<file path="config.mk">
export PLATFORM = sky130hd
export DESIGN_NAME = wtsp_front
export DESIGN_NICKNAME = d
export VERILOG_FILES = /design/src/design/wtsp_pkg.sv /design/src/design/wtsp_front.sv
export SDC_FILE = /design/constraint.sdc
export NUM_CORES = 1
export LEC_CHECK = 0
export ABC_AREA = 1
export ABC_CLOCK_PERIOD_IN_PS = 14340
export BUFFER_PORTS_ARGS = -buffer_cell sky130_fd_sc_hd__buf_2
export CAP_MARGIN = 20
export CORE_MARGIN = 2
export CORE_UTILIZATION = 61
export CTS_BUF_LIST = sky130_fd_sc_hd__clkbuf_8 sky130_fd_sc_hd__clkbuf_16
export DETAILED_ROUTE_END_ITERATION = 7
export PLACE_DENSITY = 0.89
export SKIP_CTS_REPAIR_TIMING = 1
export SLEW_MARGIN = 20
export SYNTH_ARGS = -nofsm -noshare
export SYNTH_HDL_FRONTEND = slang
export SYNTH_SLANG_ARGS = --single-unit
</file>
<file path="constraint.sdc">
create_clock -name clock -period 14.34 [get_ports clock]
set_clock_uncertainty 0.2 [all_clocks]
set_input_delay 0.717 -clock clock [delete_from_list [all_inputs] [get_ports clock]]
set_output_delay 0.717 -clock clock [all_outputs]
set_load 0.05 [all_outputs]
</file>
<file path="src/design/wtsp_pkg.sv">
// Shared constants, codes and types of the world-to-screen projection block.
package wtsp_pkg;

   // Number format and matrix store.
   localparam int FRAC_BITS   = 16;
   localparam int STORE_WORDS = 12;
   localparam int INDEX_W     = 4;
   localparam int COORD_W     = 32;
   localparam int ROWS        = 3;
   localparam int COLS        = 4;
   localparam int ROW_X       = 0;
   localparam int ROW_Y       = 1;
   localparam int ROW_W       = 2;
   localparam int M6_INDEX    = 6;

   // Register widths.
   localparam int DIM_W    = 14;
   localparam int OFFSET_W = 11;
   localparam int THR_W    = 17;

   // Datapath widths.
   localparam int PROD_FULL_W = 2 * COORD_W;
   localparam int PROD_W      = PROD_FULL_W - FRAC_BITS;
   localparam int ACC_W       = PROD_W + 2;
   localparam int OFF_PROD_W  = COORD_W + OFFSET_W;
   localparam int SUM_W       = ACC_W + 2;
   localparam int SPLIT_W     = SUM_W / 2;
   localparam int LO_W        = SPLIT_W + DIM_W;
   localparam int HI_W        = SUM_W - SPLIT_W + DIM_W + 1;
   localparam int NUM_W       = HI_W + SPLIT_W;
   localparam int DEN_W       = ACC_W + 1;
   localparam int DIV_W       = NUM_W + 1;
   localparam int QUO_W       = 17;
   localparam int PIX_W       = 16;

   // Result lanes.
   localparam int LANES      = 3;
   localparam int LANE_X     = 0;
   localparam int LANE_LOWER = 1;
   localparam int LANE_UPPER = 2;

   // Pipeline depths.
   localparam int PRE_STAGES = 5;
   localparam int DIV_STAGES = QUO_W + 1;
   localparam int PIPE_DEPTH = PRE_STAGES + DIV_STAGES;

   // Queue between front and back.
   localparam int FIFO_DEPTH = 4;
   localparam int FIFO_PTR_W = 2;
   localparam int FIFO_CNT_W = 3;

   // Saturation limits.
   localparam logic signed [PIX_W-1:0] PIX_MAX = 16'sh7fff;
   localparam logic signed [PIX_W-1:0] PIX_MIN = 16'sh8000;
   localparam logic [QUO_W:0] NEG_LIMIT = 18'd32768;

   // Item kinds.
   localparam logic KIND_LOAD    = 1'b0;
   localparam logic KIND_PROJECT = 1'b1;

   // Configuration register indexes.
   localparam int CSR_INDEX_W = 3;
   localparam int CSR_DATA_W  = 17;
   localparam logic [CSR_INDEX_W-1:0] CSR_SCREEN_WIDTH  = 3'd0;
   localparam logic [CSR_INDEX_W-1:0] CSR_SCREEN_HEIGHT = 3'd1;
   localparam logic [CSR_INDEX_W-1:0] CSR_LOWER_OFFSET  = 3'd2;
   localparam logic [CSR_INDEX_W-1:0] CSR_UPPER_OFFSET  = 3'd3;
   localparam logic [CSR_INDEX_W-1:0] CSR_W_THRESHOLD   = 3'd4;

   // Reset values of the configuration registers.
   localparam logic [DIM_W-1:0]           RST_SCREEN_WIDTH  = 14'd1920;
   localparam logic [DIM_W-1:0]           RST_SCREEN_HEIGHT = 14'd1080;
   localparam logic signed [OFFSET_W-1:0] RST_LOWER_OFFSET  = -11'sd8;
   localparam logic signed [OFFSET_W-1:0] RST_UPPER_OFFSET  = 11'sd78;
   localparam logic [THR_W-1:0]           RST_W_THRESHOLD   = 17'd655;

   // One queued transaction: a matrix load or a point to project.
   typedef struct packed {
      logic                       is_load;
      logic [INDEX_W-1:0]         index;
      logic signed [COORD_W-1:0]  a;
      logic signed [COORD_W-1:0]  b;
      logic signed [COORD_W-1:0]  c;
   } wtsp_entry_type;

   // Configuration seen by the datapath.
   typedef struct packed {
      logic [DIM_W-1:0]           screen_width;
      logic [DIM_W-1:0]           screen_height;
      logic signed [OFFSET_W-1:0] lower_offset;
      logic signed [OFFSET_W-1:0] upper_offset;
      logic [THR_W-1:0]           w_threshold;
   } wtsp_cfg_type;

endpackage

</file>
<file path="src/design/wtsp_front.sv">
// Front end: accepts transactions, drops bad loads and queues the rest.
module wtsp_front (
   input  logic                                   clock,
   input  logic                                   reset,
   input  logic                                   req_valid,
   output logic                                   req_ready,
   input  logic                                   req_kind,
   input  logic [wtsp_pkg::INDEX_W-1:0]           req_matrix_index,
   input  logic signed [wtsp_pkg::COORD_W-1:0]    req_matrix_value,
   input  logic signed [wtsp_pkg::COORD_W-1:0]    req_point_x,
   input  logic signed [wtsp_pkg::COORD_W-1:0]    req_point_y,
   input  logic signed [wtsp_pkg::COORD_W-1:0]    req_point_z,
   input  logic                                   pop,
   output wtsp_pkg::wtsp_entry_type               head,
   output logic                                   head_valid
);

   wtsp_pkg::wtsp_entry_type fifo_ff [wtsp_pkg::FIFO_DEPTH];
   wtsp_pkg::wtsp_entry_type entry_in;
   logic [wtsp_pkg::FIFO_PTR_W-1:0] wr_ptr_ff, wr_ptr_in;
   logic [wtsp_pkg::FIFO_PTR_W-1:0] rd_ptr_ff, rd_ptr_in;
   logic [wtsp_pkg::FIFO_CNT_W-1:0] count_ff, count_in;
   logic keep;
   logic push;

   // A load beyond the store is dropped; everything else is queued.
   assign keep = (req_kind == wtsp_pkg::KIND_PROJECT) ||
                 (req_matrix_index < wtsp_pkg::INDEX_W'(wtsp_pkg::STORE_WORDS));
   assign req_ready = (count_ff != wtsp_pkg::FIFO_CNT_W'(wtsp_pkg::FIFO_DEPTH));
   assign push = req_valid && req_ready && keep;

   always_comb begin
      entry_in.is_load = (req_kind == wtsp_pkg::KIND_LOAD);
      entry_in.index   = req_matrix_index;
      entry_in.a       = entry_in.is_load ? req_matrix_value : req_point_x;
      entry_in.b       = req_point_y;
      entry_in.c       = req_point_z;
   end

   // Pointer and fill bookkeeping.
   always_comb begin
      wr_ptr_in = wr_ptr_ff + wtsp_pkg::FIFO_PTR_W'(push);
      rd_ptr_in = rd_ptr_ff + wtsp_pkg::FIFO_PTR_W'(pop);
      count_in  = count_ff + wtsp_pkg::FIFO_CNT_W'(push) - wtsp_pkg::FIFO_CNT_W'(pop);
   end

   always_ff @(posedge clock) begin
      if (reset) begin
         wr_ptr_ff <= '0;
         rd_ptr_ff <= '0;
         count_ff  <= '0;
      end else begin
         wr_ptr_ff <= wr_ptr_in;
         rd_ptr_ff <= rd_ptr_in;
         count_ff  <= count_in;
      end
   end

   // Queue storage.
   always_ff @(posedge clock) begin
      if (push) begin
         fifo_ff[wr_ptr_ff] <= entry_in;
      end
   end

   assign head       = fifo_ff[rd_ptr_ff];
   assign head_valid = (count_ff != '0);

endmodule

</file>
==> metrics.md, run 1 <==
| Metric | Value |
|---|---|
| Clock slew at reported path FFs | 0.06 ns |
| Via count | 10,294 |
| First-pass GRT wire length | 50,800 µm |
| Leakage | 7.68 nW |
| # IOs | 240 |
| CP Class | flop to primary output |
| DIE WIDTH | 169 µm |
| Worst Setup End Kind | primary output |
| Worst path cell trace | buf_6 -> buf_6 -> o211ai_1 -> nand2_1 -> buf_2 |
| Die Ht | 169 µm |
| Power per cell area | 162 nW/µm² |
| IO Port Bufs | 239 |
| DR DRC count | 0 |
| Drt total wl | 32,500 µm |
| CP most frequent cell | buf_6 |
| Non-Filler Instances | 1,928 |
| F_max | 0.244 GHz |
| Worst path arrival time | 3.18 ns |
| CTS root buf | clkbuf_16 |
| Status | finished, final reports clean |
| Yosys cell types | 20 |
| RR Startpoint | count_ff[1] |
| Estimated wirelength of the detail-placed design | 19,400 µm |
| Layout Nets | 1,695 |
| Core Rows | 60 |
| Commonest non-fill, non-tap cell in the layout | edfxtp_1 |
| Total negative slack | 0 ns |
| Worst EP required | 13.42 ns |
| Slowest stage delay, CP | 0.72 ns |
| Die area | 28,700 µm² |
| Final RePlAce weighted congestion | 0.792 |
| Design area | 19,100 µm² |
| Worst slew pin tran | 0.986 ns |
| Relative slew slack | 34.3% |
| Setup ws final | 10.25 ns |
| Number of max-cap violations | 0 |
| Iter 0 DRT Violations | 1,051 |
| Mapped cell area | 16,700 µm² |
| Placed Cells incl. Taps | 1,851 |
| Initial antenna violation count | 7 |
| Hold crit path type | primary input to flop |
| RSZ-0062 raised after global routing | false |
| Flops & latches, synth | 411 |
| Setup Viol. Count Final | 0 |
| Total power | 3.11 mW |
| Final Hold Fails | 0 |
| Critical path origin | rd_ptr_ff[0] |
| Drt first pass iters | 5 |
| Sink Count | 411 |
| Vias in the first global route | 10,034 |
| Number of routed nets with antenna violations | 0 |
| Largest net degree at the start of global routing | 128 |
| Total CTS buffers | 40 |
| Yosys warnings | 0 |
| Layout cell share with drive strength beyond 1 | 19.2% |
| DP Area | 17,900 µm² |
| Sequential share of the synthesized area | 73.5% |
| CP Launch Type | flop |
| Most frequent cells in the layout | edfxtp_1 (404), nand2_1 (305), buf_2 (239), inv_1 (229) |
| Congestion Overflow GR | 0 |
| Max IR drop VDD | 0.000120 V |
| Post-Synthesis Cells | 1,334 |
| CTS tree | done |
| Area of the core | 26,900 µm² |
| Pre-CTS WS | 9.93 ns |
| Period minus WS final | 4.09 ns |
| Clock Path Buffers | 3 |
| Routed length per instance | 16.9 µm |
| H-tree level count | 2 |
| Syn Nets | 1,476 |
| Post-synthesis to final-layout area growth | 14.6% |
| Gr usage total | 22.7% |
| Via density | 5.34 |
| Slowest-stage cell, CP | buf_6 |
| Starting Density | 62.1% |
| Tcrit/Tclk final | 28.5% |
| Worst skew pair latency | 0.52 ns |
| Hold path start | req_point_y[31] |
| Mean area per synthesized cell | 12.5 µm² |
| Fin. max-slew vios | 0 |
| CP max FO | 127 |
-- metal layers --
metal / vias up / GRT usage (%) / wire length [µm]
li1: 5022 / - / -
met3: 51 / 4.20 / 1940
met4: 2 / 6.80 / 589
met5: - / 0 / 13
met2: 330 / 40.1 / 16900
met1: 4889 / 29.0 / 13100
-- flip-flops by register name (all words and copies together) (netlist names) --
signal	cells
wr_ptr_ff	2
rd_ptr_ff	2
fifo_ff	404
count_ff	3
-- worst paths after layout --
check        slack, ns  depth (start not counted)        endpoint
min reg2reg       0.37                          2    wr_ptr_ff[1]
min               0.21                          1  fifo_ff[3][63]
max              10.25                          5        head[34]
max reg2reg      11.18                          6  fifo_ff[1][55]
-- stage by stage --
| stage | utilization, % | hold WS, ns |
|---|---|---|
| after floorplan | - | 0.318 |
| after global placement | 66.6 | 0.342 |
| after detailed placement | 66.7 | 0.352 |
| after CTS | 71.0 | 0.184 |
| after global routing | 71.2 | 0.189 |
| final | 71.2 | 0.205 |
-- synth_stat cells, drive strengths merged --
master	number	share of area (%)
edfxtp	404	73
nand2	305	6.9
inv	215	4.8
a21oi	102	3.1
o211ai	101	4.5
o21ai	101	3.0
buf	54	2.7
clkbuf	21	0.47
nor2	11	0.25
dfxtp	7	0.84
nand3	5	0.15
ha	4	0.30
xnor2	2	0.10
clkinv	1	0.022
fa	1	0.12
-- area by class of cell --
class | count | area (µm²)
sequential | 411 | 12300
fill | 1720 | 7740
multi-input combinational | 632 | 3110
timing repair buffer | 252 | 1320
clock buffer | 42 | 1050
inverter | 216 | 811
tap | 341 | 427
clock inverter | 28 | 123
antenna | 6 | 15.0
-- where the power goes --
group	total (mW)	leakage (nW)	internal (mW)	switching, mW
registers	1.50	3.76	1.47	0.0380
logic	0.668	3.30	0.139	0.529
clock network	0.933	0.620	0.525	0.408
-- cells by family after synthesis --
| group | count (synthesis) | synth area share (%) |
|---|---|---|
| adders and majority gates | 5 | 0.420 |
| xor gates and xnor gates | 2 | 0.105 |
| AOI/OAI and AO/OA | 304 | 10.7 |
| DFF | 411 | 73.5 |
| buffers and inverters | 291 | 8.04 |
| and+or+nand+nor | 321 | 7.26 |
-- critical path: cells and delay by family, from the launching register on --
| kind | cells | cell delay, ns |
|---|---|---|
| buffers and inverters | 3 | 1.67 |
| flip-flops | 1 | 0.53 |
| AO/OA/AOI/OAI | 1 | 0.19 |
| AND/OR/NAND/NOR | 1 | 0.15 |
No activity file was read; power rests on OpenSTA's default activity.
==> inputs of run 2 (changes only) <==
- ABC_CLOCK_PERIOD_IN_PS: 14340 -> 4200
- CORE_UTILIZATION: 61 -> 57
- PLACE_DENSITY: 0.89 -> 0.85
- clock period: 14.34 -> 4.2 ns (I/O delays scaled with it)
==> run 2 against run 1 <==
  * Combinational power grew to 3.6 times the previous value
  * Largest power group unchanged
  * Register-to-register slack worse by 9.5 ns
  * Power grew to 3.6 times the previous value
  * Largest cell class unchanged
  * First-iteration DRC count is 8.8% higher
  * Via count is 7.6% higher
  * Utilization is 0.72 points higher
  * Highest routed layer is now met4
  * Critical path type unchanged
==> metrics.md, run 2 (synthesis results as in run 1) <==
| Metric | Value |
|---|---|
| Status | finished, final reports clean |
| Number of routed nets with antenna violations | 0 |
| Leakage | 8.31 nW |
| Sink Count | 411 |
| Setup ws final | 1.25 ns |
| IO Port Bufs | 239 |
| Layout cell share with drive strength beyond 1 | 18.7% |
| Design area | 20,700 µm² |
| Routing usage on met3 | 3.15% |
| # IOs | 240 |
| Delay-heaviest family, CP | flip-flops |
| Fin. max-slew vios | 0 |
| Worst EP required | 3.79 ns |
| Estimated wirelength of the detail-placed design | 19,900 µm |
| Final Hold Fails | 0 |
| Worst path arrival time | 2.54 ns |
| Power per cell area | 534 nW/µm² |
| Combinational power share | 21.9% |
| Slowest stage delay, CP | 0.83 ns |
| NetSw | 3.44 mW |
| Max reg flops | 404 |
| Largest net degree at the start of global routing | 113 |
| RSZ-0062 raised after global routing | false |
| GR peak layer | met2 |
| Worst skew pair latency | 0.52 ns |
| Met1 usage in global routing | 27.5% |
| Iter 0 DRT Violations | 1,144 |
| Clock Path Buffers | 3 |
| Worst path cell trace | buf_4 -> a21oi_1 -> o21ai_1 -> nand2_1 -> buf_2 |
| DIE WIDTH | 175 µm |
| Int Pwr | 7.61 mW |
| H-tree level count | 2 |
| CTS tree | done |
| CP Launch Type | flop |
| Fin util | 71.9% |
| Most frequent cells in the layout | edfxtp_1 (404), nand2_1 (305), buf_2 (239), inv_1 (219), dlygate4sd3_1 (135) |
| Drt first pass iters | 5 |
| Final RePlAce weighted congestion | 0.752 |
| Setup Viol. Count Final | 0 |
| Worst Setup End Kind | primary output |
| CP Class | flop to primary output |
| Max IR drop VDD | 0.000377 V |
| Worst slew pin tran | 0.969 ns |
| Clock slew at reported path FFs | 0.06 ns |
| Vias in the first global route | 10,215 |
| Placed Cells incl. Taps | 1,899 |
| Total CTS buffers | 40 |
| Largest register by flop count | fifo_ff |
| Clock Power Share | 31.5% |
| Gr usage total | 21.4% |
| DR DRC count | 0 |
| Die area | 30,700 µm² |
| Total power | 11.0 mW |
| Die Ht | 175 µm |
| Via density | 5.26 |
| Part of the power in registers | 46.6% |
| DP Area | 18,100 µm² |
| Period minus WS final | 2.95 ns |
| Via count | 11,077 |
| F_max | 0.339 GHz |
| CTS root buf | clkbuf_16 |
| Pre-CTS WS | 1.22 ns |
| Layout Nets | 1,834 |
| Core Rows | 62 |
| Relative slew slack | 35.4% |
| Number of max-cap violations | 0 |
| Starting Density | 58.0% |
| First-pass GRT wire length | 51,200 µm |
| Congestion Overflow GR | 0 |
| Sw Share | 31.1% |
| Multi-input logic area | 3110 µm² |
| # fillers | 1,798 |
| Initial antenna violation count | 0 |
| Area of the core | 28,800 µm² |
| Hold crit path type | primary input to flop |
| Buf/Inv on CP | 2 |
| Drt total wl | 35,900 µm |
| Diodes inserted | 0 |
| Post-synthesis to final-layout area growth | 24.0% |
| Tcrit/Tclk final | 70.3% |
| Commonest non-fill, non-tap cell in the layout | edfxtp_1 |
| CP max FO | 74 |
| Non-Filler Instances | 2,107 |
| Largest registers | fifo_ff x404, count_ff x3 |
| Met2 GRT Util | 37.5% |
| Routed length per instance | 17.0 µm |
| FF/Latch Area | 12,300 µm² |
| Slowest-stage cell, CP | dfxtp_4 |
## run 2: cell count changes in the layout (fill, tap and decap cells not counted), moves of 4 or more
| cell | delta |
|---|---|
| buf_6 | -4 |
| dlygate4sd3_1 | +135 |
| buf_4 | +4 |
| clkinv_2 | +9 |
| buf_12 | +4 |
| inv_1 | -10 |
| bufinv_16 | +4 |
| diode_2 | -6 |
## run 2: path summary, 6_finish.rpt
check | startpoint | endpoint | slack, ns | cells past startpoint
min | req_point_y[21] | fifo_ff[2][53] | 0.23 | 2
max | rd_ptr_ff[0] | head[83] | 1.25 | 5
min reg2reg | wr_ptr_ff[1] | wr_ptr_ff[1] | 0.38 | 2
max reg2reg | count_ff[1] | count_ff[2] | 1.72 | 10
## run 2: area by class of cell
| class | instances | share of cell area (%) |
|---|---|---|
| inverter | 216 | 3.92 |
| multi-input combinational | 632 | 15.0 |
| timing repair buffer | 391 | 13.2 |
| tap | 384 | 2.32 |
| clock buffer | 41 | 4.96 |
| clock inverter | 32 | 1.23 |
| sequential | 411 | 59.3 |
## run 2: power by group through the flow
stage / clock network (mW) / registers (mW) / logic, mW
final: 3.47 / 5.15 / 2.42
after global routing: 3.66 / 5.18 / 2.59
after CTS: 3.50 / 5.15 / 2.31
after detailed placement: 0 / 5.23 / 2.30
after global placement: 0 / 5.21 / 2.25
after floorplan: 0 / 5.20 / 1.73
## run 2: metrics by stage
| step | hold slack [ns] | TNS (ns) |
|---|---|---|
| 5_1_grt | 0.228 | 0 |
| 3_3_place_gp | 0.221 | 0 |
| 6_report | 0.232 | 0 |
| 2_1_floorplan | 0.0812 | -110.79 |
| 3_5_place_dp | 0.230 | 0 |
| 4_1_cts | -0.324 | 0 |
## run 2: metal layers
metal	part of all wire [%]	routed length (µm)
met3	6.8	2430
met4	1.7	621
met5	0	0
met2	53	19000
met1	39	13900
## run 2: worst register-to-register path, stage by stage (launching register included)
cell and delay [ns]:
dfxtp_1 0.34, inv_1 0.09, nand3_1 0.11, nand3_1 0.37, ha_1 0.45, inv_1 0.04
ha_1 0.19, fa_1 0.41, nand3_1 0.09, nand2_1 0.05, nor2_1 0.09
